===== config.mk =====
export PLATFORM = sky130hd
export DESIGN_NAME = message_handler_table_top
export DESIGN_NICKNAME = d
export VERILOG_FILES = /design/src/rtl/mht_pkg.sv /design/src/rtl/mht_ctrl.sv /design/src/rtl/mht_datapath.sv /design/src/rtl/message_handler_table_top.sv
export SDC_FILE = /design/constraint.sdc
export NUM_CORES = 2
export LEC_CHECK = 0
export BUFFER_PORTS_ARGS = -buffer_cell sky130_fd_sc_hd__buf_2
export CORE_MARGIN = 3
export CORE_UTILIZATION = 24
export DETAILED_ROUTE_END_ITERATION = 10
export GPL_TIMING_DRIVEN = 0
export PLACE_DENSITY = 0.44
export SYNTH_ARGS = -nofsm -noshare
export SYNTH_HDL_FRONTEND = slang
export SYNTH_SLANG_ARGS = --single-unit

===== constraint.sdc =====
create_clock -name clk -period 11.86 [get_ports clk]
set_input_delay 0 -clock clk [delete_from_list [all_inputs] [get_ports clk]]
set_output_delay 0 -clock clk [all_outputs]
set_load 0.01 [all_outputs]

===== src/rtl/mht_pkg.sv =====
package mht_pkg;

    localparam int TABLE_DEPTH_DEF = 16;

    localparam int KEY_W  = 16;
    localparam int HID_W  = 16;
    localparam int FLAG_W = 32;
    localparam int REQ_W  = 2;
    localparam int STS_W  = 3;

    // Request codes.
    localparam logic [REQ_W-1:0] REQ_REGISTER   = 2'd0;
    localparam logic [REQ_W-1:0] REQ_UNREGISTER = 2'd1;
    localparam logic [REQ_W-1:0] REQ_LOOKUP     = 2'd2;

    // Status codes.
    localparam logic [STS_W-1:0] ST_OK           = 3'd0;
    localparam logic [STS_W-1:0] ST_NEG_KEY      = 3'd1;
    localparam logic [STS_W-1:0] ST_NULL_HANDLER = 3'd2;
    localparam logic [STS_W-1:0] ST_DUPLICATE    = 3'd3;
    localparam logic [STS_W-1:0] ST_FULL         = 3'd4;

    typedef enum logic [1:0] {
        S_IDLE,
        S_SCAN,
        S_DRAIN,
        S_FINISH
    } state_t;

    typedef struct packed {
        logic [KEY_W-1:0]  key;
        logic [HID_W-1:0]  handler;
        logic [FLAG_W-1:0] flag_one;
        logic [FLAG_W-1:0] flag_two;
    } entry_t;

    // Controller to datapath.
    typedef struct packed {
        logic load;
        logic scan;
        logic commit;
    } cmd_t;

    // Datapath to controller.
    typedef struct packed {
        logic scan_last;
        logic out_free;
    } sts_t;

endpackage


===== src/rtl/mht_ctrl.sv =====
module mht_ctrl
(
    input  logic          clk,
    input  logic          rst_n,
    input  logic          in_valid,
    output logic          in_ready,
    input  mht_pkg::sts_t sts,
    output mht_pkg::cmd_t cmd
);

    mht_pkg::state_t state_reg;
    mht_pkg::state_t state_next;

    always_ff @(posedge clk or negedge rst_n)
    begin
        if (!rst_n)
        begin
            state_reg <= mht_pkg::S_IDLE;
        end
        else
        begin
            state_reg <= state_next;
        end
    end

    always_comb
    begin
        state_next = state_reg;
        cmd        = '0;
        in_ready   = 1'b0;
        case (state_reg)
            mht_pkg::S_IDLE:
            begin
                in_ready = 1'b1;
                if (in_valid)
                begin
                    cmd.load   = 1'b1;
                    state_next = mht_pkg::S_SCAN;
                end
            end
            mht_pkg::S_SCAN:
            begin
                cmd.scan = 1'b1;
                if (sts.scan_last)
                begin
                    state_next = mht_pkg::S_DRAIN;
                end
            end
            // The last entry read is compared in this cycle.
            mht_pkg::S_DRAIN:
            begin
                state_next = mht_pkg::S_FINISH;
            end
            mht_pkg::S_FINISH:
            begin
                if (sts.out_free)
                begin
                    cmd.commit = 1'b1;
                    state_next = mht_pkg::S_IDLE;
                end
            end
            default:
            begin
                state_next = mht_pkg::S_IDLE;
            end
        endcase
    end

endmodule


===== src/rtl/mht_datapath.sv =====
module mht_datapath
#(
    parameter int TABLE_DEPTH = mht_pkg::TABLE_DEPTH_DEF
)
(
    input  logic                              clk,
    input  logic                              rst_n,
    input  mht_pkg::cmd_t                     cmd,
    output mht_pkg::sts_t                     sts,
    input  logic [mht_pkg::REQ_W-1:0]         req_type,
    input  logic signed [mht_pkg::KEY_W-1:0]  msg_key,
    input  logic [mht_pkg::HID_W-1:0]         handler_id,
    input  logic signed [mht_pkg::FLAG_W-1:0] flag_one,
    input  logic signed [mht_pkg::FLAG_W-1:0] flag_two,
    output logic                              out_valid,
    input  logic                              out_ready,
    output logic [mht_pkg::STS_W-1:0]         status,
    output logic                              hit,
    output logic [mht_pkg::HID_W-1:0]         handler_out,
    output logic signed [mht_pkg::FLAG_W-1:0] flag_one_out,
    output logic signed [mht_pkg::FLAG_W-1:0] flag_two_out
);

    localparam int IW = (TABLE_DEPTH > 1) ? $clog2(TABLE_DEPTH) : 1;

    // Entry storage; data is only ever read behind a set used bit.
    mht_pkg::entry_t mem [TABLE_DEPTH];
    logic [TABLE_DEPTH-1:0] used_reg;

    // Captured request.
    logic [mht_pkg::REQ_W-1:0]  req_reg;
    logic [mht_pkg::KEY_W-1:0]  key_reg;
    logic [mht_pkg::HID_W-1:0]  hid_reg;
    logic [mht_pkg::FLAG_W-1:0] f1_reg;
    logic [mht_pkg::FLAG_W-1:0] f2_reg;

    // Scan pipeline.
    logic [IW-1:0]   cnt_reg;
    logic            rd_vld_reg;
    logic [IW-1:0]   rd_idx_reg;
    logic            rd_used_reg;
    mht_pkg::entry_t rd_entry_reg;

    // Scan results.
    logic          found_reg;
    logic [IW-1:0] found_idx_reg;
    logic          free_found_reg;
    logic [IW-1:0] free_idx_reg;
    logic [mht_pkg::HID_W-1:0]  match_hid_reg;
    logic [mht_pkg::FLAG_W-1:0] match_f1_reg;
    logic [mht_pkg::FLAG_W-1:0] match_f2_reg;

    // Output register.
    logic                       out_valid_reg;
    logic [mht_pkg::STS_W-1:0]  status_reg;
    logic                       hit_reg;
    logic [mht_pkg::HID_W-1:0]  handler_reg;
    logic [mht_pkg::FLAG_W-1:0] f1_out_reg;
    logic [mht_pkg::FLAG_W-1:0] f2_out_reg;

    // Result of the request, settled once the scan has drained.
    logic [mht_pkg::STS_W-1:0] res_status;
    logic                      do_write;
    logic                      do_free;
    logic                      res_hit;

    assign sts.scan_last = (cnt_reg == IW'(TABLE_DEPTH - 1));
    assign sts.out_free  = !out_valid_reg || out_ready;

    always_ff @(posedge clk)
    begin
        if (cmd.load)
        begin
            req_reg <= req_type;
            key_reg <= $unsigned(msg_key);
            hid_reg <= handler_id;
            f1_reg  <= $unsigned(flag_one);
            f2_reg  <= $unsigned(flag_two);
        end
        rd_entry_reg <= mem[cnt_reg];
        rd_idx_reg   <= cnt_reg;
        rd_used_reg  <= used_reg[cnt_reg];
        if (cmd.commit && do_write)
        begin
            mem[free_idx_reg] <= '{key_reg, hid_reg, f1_reg, f2_reg};
        end
    end

    always_ff @(posedge clk or negedge rst_n)
    begin
        if (!rst_n)
        begin
            cnt_reg        <= '0;
            rd_vld_reg     <= 1'b0;
            found_reg      <= 1'b0;
            free_found_reg <= 1'b0;
            found_idx_reg  <= '0;
            free_idx_reg   <= '0;
            used_reg       <= '0;
            out_valid_reg  <= 1'b0;
        end
        else
        begin
            rd_vld_reg <= cmd.scan;
            if (cmd.load)
            begin
                cnt_reg        <= '0;
                found_reg      <= 1'b0;
                free_found_reg <= 1'b0;
            end
            else
            begin
                if (cmd.scan)
                begin
                    cnt_reg <= cnt_reg + 1'b1;
                end
                // Keep only the lowest matching entry and the lowest free one.
                if (rd_vld_reg && rd_used_reg && !found_reg
                    && rd_entry_reg.key == key_reg)
                begin
                    found_reg     <= 1'b1;
                    found_idx_reg <= rd_idx_reg;
                end
                if (rd_vld_reg && !rd_used_reg && !free_found_reg)
                begin
                    free_found_reg <= 1'b1;
                    free_idx_reg   <= rd_idx_reg;
                end
            end
            if (cmd.commit && do_write)
            begin
                used_reg[free_idx_reg] <= 1'b1;
            end
            if (cmd.commit && do_free)
            begin
                used_reg[found_idx_reg] <= 1'b0;
            end
            if (cmd.commit)
            begin
                out_valid_reg <= 1'b1;
            end
            else if (out_ready)
            begin
                out_valid_reg <= 1'b0;
            end
        end
    end

    always_ff @(posedge clk)
    begin
        if (rd_vld_reg && rd_used_reg && !found_reg && rd_entry_reg.key == key_reg)
        begin
            match_hid_reg <= rd_entry_reg.handler;
            match_f1_reg  <= rd_entry_reg.flag_one;
            match_f2_reg  <= rd_entry_reg.flag_two;
        end
    end

    always_comb
    begin
        res_status = mht_pkg::ST_OK;
        do_write   = 1'b0;
        do_free    = 1'b0;
        res_hit    = 1'b0;
        case (req_reg)
            mht_pkg::REQ_REGISTER:
            begin
                if (key_reg[mht_pkg::KEY_W-1])
                begin
                    res_status = mht_pkg::ST_NEG_KEY;
                end
                else if (hid_reg == '0)
                begin
                    res_status = mht_pkg::ST_NULL_HANDLER;
                end
                else if (found_reg)
                begin
                    res_status = mht_pkg::ST_DUPLICATE;
                end
                else if (!free_found_reg)
                begin
                    res_status = mht_pkg::ST_FULL;
                end
                else
                begin
                    do_write = 1'b1;
                end
            end
            mht_pkg::REQ_UNREGISTER:
            begin
                do_free = found_reg;
            end
            mht_pkg::REQ_LOOKUP:
            begin
                res_hit = found_reg;
            end
            default:
            begin
                res_status = mht_pkg::ST_OK;
            end
        endcase
    end

    always_ff @(posedge clk)
    begin
        if (cmd.commit)
        begin
            status_reg  <= res_status;
            hit_reg     <= res_hit;
            handler_reg <= res_hit ? match_hid_reg : '0;
            f1_out_reg  <= res_hit ? match_f1_reg : '0;
            f2_out_reg  <= res_hit ? match_f2_reg : '0;
        end
    end

    assign out_valid    = out_valid_reg;
    assign status       = status_reg;
    assign hit          = hit_reg;
    assign handler_out  = handler_reg;
    assign flag_one_out = $signed(f1_out_reg);
    assign flag_two_out = $signed(f2_out_reg);

endmodule


===== src/rtl/message_handler_table_top.sv =====
// Message handler table: maps a 16-bit message key to a handler id and two
// 32-bit flag words, with register, unregister and lookup requests.
// The request channel (in_valid/in_ready) carries req_type, msg_key,
// handler_id, flag_one and flag_two; each transaction yields exactly one
// result transaction on out_valid/out_ready with status, hit, handler_out,
// flag_one_out and flag_two_out.
// A request is handled by reading the entry memory once per entry, one
// entry per cycle, then comparing the last entry read and loading the
// result register.
// The block takes one request at a time: in_ready is high only while idle,
// so a new request is accepted only once the previous one has loaded its
// result.
// Results sit in an output register. When the receiver stalls, the result
// holds steady and the next request runs its scan anyway; it waits only to
// load its result until the previous one has been taken.
// Reset clears all used bits and the output valid; the table is empty and
// ready right after reset, with no clearing pass.
module message_handler_table_top
#(
    parameter int TABLE_DEPTH = mht_pkg::TABLE_DEPTH_DEF
)
(
    input  logic                              clk,
    input  logic                              rst_n,
    input  logic                              in_valid,
    output logic                              in_ready,
    input  logic [mht_pkg::REQ_W-1:0]         req_type,
    input  logic signed [mht_pkg::KEY_W-1:0]  msg_key,
    input  logic [mht_pkg::HID_W-1:0]         handler_id,
    input  logic signed [mht_pkg::FLAG_W-1:0] flag_one,
    input  logic signed [mht_pkg::FLAG_W-1:0] flag_two,
    output logic                              out_valid,
    input  logic                              out_ready,
    output logic [mht_pkg::STS_W-1:0]         status,
    output logic                              hit,
    output logic [mht_pkg::HID_W-1:0]         handler_out,
    output logic signed [mht_pkg::FLAG_W-1:0] flag_one_out,
    output logic signed [mht_pkg::FLAG_W-1:0] flag_two_out
);

    mht_pkg::cmd_t cmd;
    mht_pkg::sts_t sts;

    mht_ctrl u_ctrl
    (
        .clk      (clk),
        .rst_n    (rst_n),
        .in_valid (in_valid),
        .in_ready (in_ready),
        .sts      (sts),
        .cmd      (cmd)
    );

    mht_datapath
    #(
        .TABLE_DEPTH (TABLE_DEPTH)
    )
    u_datapath
    (
        .clk          (clk),
        .rst_n        (rst_n),
        .cmd          (cmd),
        .sts          (sts),
        .req_type     (req_type),
        .msg_key      (msg_key),
        .handler_id   (handler_id),
        .flag_one     (flag_one),
        .flag_two     (flag_two),
        .out_valid    (out_valid),
        .out_ready    (out_ready),
        .status       (status),
        .hit          (hit),
        .handler_out  (handler_out),
        .flag_one_out (flag_one_out),
        .flag_two_out (flag_two_out)
    );

endmodule


Yosys cells after proc, flatten, opt, wreduce, memory -nomap -nowiden
Memory sizes are Yosys's and may differ from the RTL's. A register that Yosys moved wholly into a read port is not among the register bits.
Cells that the tools add are included.
{"block": "classes", "n_addsub": 1, "order_cmp": 5, "n_eq_ne": 10, "n_mux": 39, "n_bitwise": 5, "reduce_logical": 26}
{"operator": "$mux W16", "count": 2}
{"operator": "$mux W1", "count": 25}
{"operator": "$and A16 B16 Y16", "count": 1}
{"operator": "$eq A16 B16 Y1", "count": 1}
{"operator": "$logic_not A16 Y1", "count": 1}
{"operator": "$not A16 Y16", "count": 1}
{"operator": "$or A16 B16 Y16", "count": 1}
{"operator": "$lt A4 B5 Y1 const B", "count": 3}
{"operator": "$mux W2", "count": 5}
{"operator": "$logic_and A1 B1 Y1", "count": 9}
{"operator": "$demux W1 S4", "count": 2}
{"operator": "$ge A4 B1 Y1 const B", "count": 2}
{"operator": "$mux W4", "count": 2}
{"operator": "$pmux W2 S4", "count": 1}
{"operator": "$reduce_bool A2 Y1", "count": 4}
{"operator": "$eq A2 B2 Y1 const B", "count": 3}
{"operator": "$ne A2 B2 Y1 const B", "count": 3}
{"operator": "$add A4 B1 Y4 const B", "count": 1}
{"operator": "$bmux W1 S4", "count": 1}
{"operator": "$eq A2 B1 Y1 const B", "count": 2}
{"operator": "$eq A4 B4 Y1 const B", "count": 1}
{"operator": "$logic_not A1 Y1", "count": 4}
{"operator": "$logic_not A2 Y1", "count": 2}
{"operator": "$reduce_and A2 Y1", "count": 2}
{"operator": "other kinds (6)", "count": 7}
{"block": "totals", "regBits": 301, "ram_bits": 1536, "inputBits": 102, "out_inout_bits": 86, "word_cells": 113, "mem_count": 1}
{"memory": "u_datapath.mem", "depth": 16, "word_bits": 96, "rd": 1, "rd_clocked_by_memory_dff": 1, "write_ports": 1, "line": "mht_datapath.sv:27", "text": "mht_pkg::entry_t mem [TABLE_DEPTH];"}

Longest topological paths before layout
{"block": "logic_depth", "word_depth": 9, "mapped_depth": 7, "depth_no_buf": 5}

Cells and area by module
Synthesis repeated with hierarchy kept, for this count alone.
{"block": "hier_totals", "hier_cells": 3107, "area_unflattened_um2": 70736.6}
{"mod": "mht_datapath", "n_inst": 1, "cells_each": 3090, "area_each_um2": 70567.7, "seq_area_each_um2": 56814.5}
{"mod": "mht_ctrl", "n_inst": 1, "cells_each": 17, "area_each_um2": 168.9, "seq_area_each_um2": 50.0}

Worst setup path after synthesis
Ideal clock, no wire load.
{"block": "synth_timing", "path_type": "reg-to-reg", "from": "register u_ctrl.state_reg[0]", "to": "memory u_datapath.mem[0][0] (netlist name), enable pin", "setup_time_ns": 0.668, "arrival_time_ns": 9.570, "required_time_ns": 11.192, "path_slack_ns": 1.623, "path_stages_with_launch": 6, "n_path_buf": 0, "period_less_slack_ns": 10.237, "cell_sequence": "dfrtp_1 -> ha_1 -> nand2_1 -> inv_1 -> nand4b_1 -> nor3_1"}
{"item": "from (decl)", "line": "mht_ctrl.sv:11", "text": "mht_pkg::state_t state_reg;"}
{"item": "from (signal assigned)", "line": "mht_ctrl.sv:18", "text": "state_reg <= mht_pkg::S_IDLE;"}
{"item": "from (signal assigned)", "line": "mht_ctrl.sv:22", "text": "state_reg <= state_next;"}
{"item": "to (decl)", "line": "mht_datapath.sv:27"}

==> reports/qor.csv <==
stage;metric;value;unit
synthesis;synth_edf_count;1798;
finish;final_area;87100;sq um
timing;hold_violations;0;
grt;antenna_found_initial;17;
floorplanning;std_cell_rows;198;
setup_path;cp.required;12400;ps
setup_path;worst-r2r-cell-count;15;
grt;grt_max_degree;62;
place;placed_cells;7318;
setup_path;rr_endpoint;u_datapath.mem[1][18];
detailed_routing;drc_errors;0;
setup_path;cp.depth;15;
finish;largest_reg_flops;1536;
synthesis;synth_largest_area_cell;edfxtp_1;
setup_path;cpMostUsedCell;buf_6;
place;portBuffers;187;
place;dp.final_hpwl;123;mm
setup_path;start_kind;flop;
detailed_routing;wire_per_inst;23.9;um
cts;root_buffer;clkbuf_16;
timing;setup_viol;0;
power;ir_drop;0.000149;V
place;dp_slack;7130;ps
setup_path;crit_path_cell_trace;nand2b_1 > nand2_1 > inv_6 > buf_16 > nand4_1 > nor3_2 > buf_6 > buf_6 > buf_4 > buf_6 > buf_6 > buf_8 > buf_6 > buf_8 > buf_6;
setup_path;cp_num_buf_inv;11;
cts;clk_latency;840;ps
timing;setup_ws;7280;ps
place;gp_congestion;0.705;
setup_path;crit_start;u_datapath.out_valid;
power;powerDensity;207;nW/um^2
synthesis;ys_ff_latch;1933;
timing;final.setup.tns;0;ps
place;placed_area;78600;sq um
finish;layout.nets;3932;
timing;max_freq;218;MHz
timing;worst_pin_slew;1260;ps
synthesis;yosysTopAreaCellShare;0.764;
timing;hold_ws;9.16;ps
cts;cts_buffers;205;
synthesis;syn_area_per_cell;22.7;sq um
flow_run;cap_violations;0;
timing;slew_headroom;0.158;
timing;period_share;0.387;
synthesis;ys_seq_area_frac;0.805;
finish;area_growth;23.2;%
cts;clockBufferDepth;4;
finish;drive_above_1_share;0.269;
timing;period_needed;4580;ps
cts;clk_pin_slew_worst_paths;60;ps
synthesis;synthCells;3118;
setup_path;cp_max_fo;61;
hold_path;hold_class;primary input to flop;
synthesis;syn_area;70700;sq um
cts;postCtsResizedCells;0;
floorplanning;core;292000;sq um
cts;cts_tree;done;
timing;fin_skew;61.5;ps
grt;grt_util_all_layers;0.123;
detailed_routing;vias;33230;
setup_path;worstPathArrival;5120;ps
timing;drv_slew;0;
grt;grt_pass1_vias;35028;
power;leakage;27.2;nW
setup_path;r2r_slack;7280;ps
finish;fill_cells;28409;
detailed_routing;detail-route-antenna-nets;0;
detailed_routing;drtPass1Iterations;7;
synthesis;yosys_warnings;0;
setup_path;slowest_stage;nand4_1;
cts;cts.htree.levels;4;
setup_path;critPathKind;flop to flop;
grt;overflow;0;
floorplanning;start_util;0.242;
status;outcome;finished, final reports clean;
synthesis;yosys-top-cells-area;edfxtp_1 76%, mux4_2 12%, dfxtp_1 2.9%;
setup_path;endpoint;u_datapath.mem[1][18];
detailed_routing;wl;188;mm
setup_path;timing.rr.start;u_datapath.out_valid;
synthesis;async_reset_ff_frac;0.0176;
synthesis;synthesis.nets;3225;
detailed_routing;drt-initial-drc-count;2931;
finish;instances_no_fill;7894;
timing;rsz0062_at_grt;false;
setup_path;critPathTopFamily;buffers and inverters;
power;p_total;18.0;mW
synthesis;yosysUniqueCellTypes;44;
setup_path;end_kind;flop;
detailed_routing;routed_via_density;4.21;
finish;fin_util;0.298;
synthesis;ys.flop_type;edfxtp_1;
floorplanning;die_w;549;um
setup_path;max_stage_delay;640;ps
floorplanning;die-area;301000;sq um
floorplanning;ios;188;
floorplanning;dieHeight;549;um
cts;clock_sink_count;1933;
grt;grt_pass1_wl;267;mm
==> cell usage after synthesis, drive strengths merged, types with 4 or more instances <==
library cell  number
nand4              5
dfrtp             34
and2              82
nand2b             6
ha                 5
edfxtp          1798
xor2              15
mux2i             98
nor4              10
xnor2              4
inv               21
mux4             388
a2bb2oi            4
mux2               8
clkbuf            98
a21oi            111
nor2              26
nor2b            101
nor3               7
nand2              7
dfxtp            101
buf               59
a211oi            97
o22ai              9
==> how the worst min path moves through the flow <==
stage | start | end | slack (ps) | depth (start not counted)
global placement | rst_n | u_datapath.cnt_reg[2] | 160 | 1
floorplan | rst_n | u_ctrl.state_reg[0] | -300 | 0
global route | flag_two[0] | u_datapath.f2_reg[0] | 4 | 2
finish | flag_two[0] | u_datapath.f2_reg[0] | 9 | 2
detailed placement | rst_n | u_datapath.cnt_reg[2] | 150 | 1
CTS | flag_two[1] | u_datapath.f2_reg[1] | 2 | 2
==> what timing repair did <==
action / CTS / global route
setup endpoints to repair: 0 / 0
setup buffers: 0 / 0
hold endpoints to repair: 136 / 1
hold buffers: 199 / 1
==> logic make-up after synthesis <==
| logic type | after synthesis | synth area share |
|---|---|---|
| and+or+nand+nor | 260 | 0.0222 |
| xor gates and xnor gates | 19 | 0.00235 |
| adders and majority gates | 5 | 0.000885 |
| DFF | 1933 | 0.805 |
| buffers and inverters | 178 | 0.0108 |
| muxes | 494 | 0.139 |
| AOI/OAI and AO/OA | 229 | 0.0205 |
==> cell type report <==
| class | instances | area [sq um] | share of cell area |
|---|---|---|---|
| multi-input combinational | 1007 | 13200 | 0.151 |
| buffer | 157 | 694 | 0.00797 |
| clock inverter | 73 | 568 | 0.00652 |
| timing repair buffer | 500 | 4950 | 0.0569 |
| tap | 3900 | 4880 | 0.0560 |
| antenna | 4 | 10.0 | 0.000115 |
| clock buffer | 299 | 5880 | 0.0675 |
| inverter | 21 | 83.8 | 0.000962 |
| sequential | 1933 | 56900 | 0.653 |
==> power breakdown <==
group          internal (mW)  switching, mW
Clock                   3.58           2.62
Sequential              8.09          0.363
Combinational           1.46           1.90
Total                   13.1           4.88
==> worst register-to-register path, cell delays in order, from the launching register on <==
cell and delay [ps]:
dfrtp_1 470, nand2b_1 220, nand2_1 170, inv_6 280
buf_16 340, nand4_1 650, nor3_2 490, buf_6 230
buf_6 180, buf_4 220, buf_6 200, buf_6 190
buf_8 160, buf_6 180, buf_8 170, buf_6 170
==> metal layers <==
layer  wire length (um)  GRT usage
met1              87400      0.175
met3               9020     0.0217
met2              88900      0.197
met5                  0          0
met4               3120     0.0248
==> layout by cell type, fill, tap and decap left out, types with 82 or more instances in the layout <==
cell              n
a211oi_1         97
clkbuf_16       212
mux4_2          388
dlygate4sd3_1   199
buf_2           238
clkbuf_1        153
mux2i_1          98
a21oi_1         107
nor2b_1         101
dfxtp_1         101
edfxtp_1       1798
and2_1           82
Note: power is estimated with default switching activity, not from simulation.
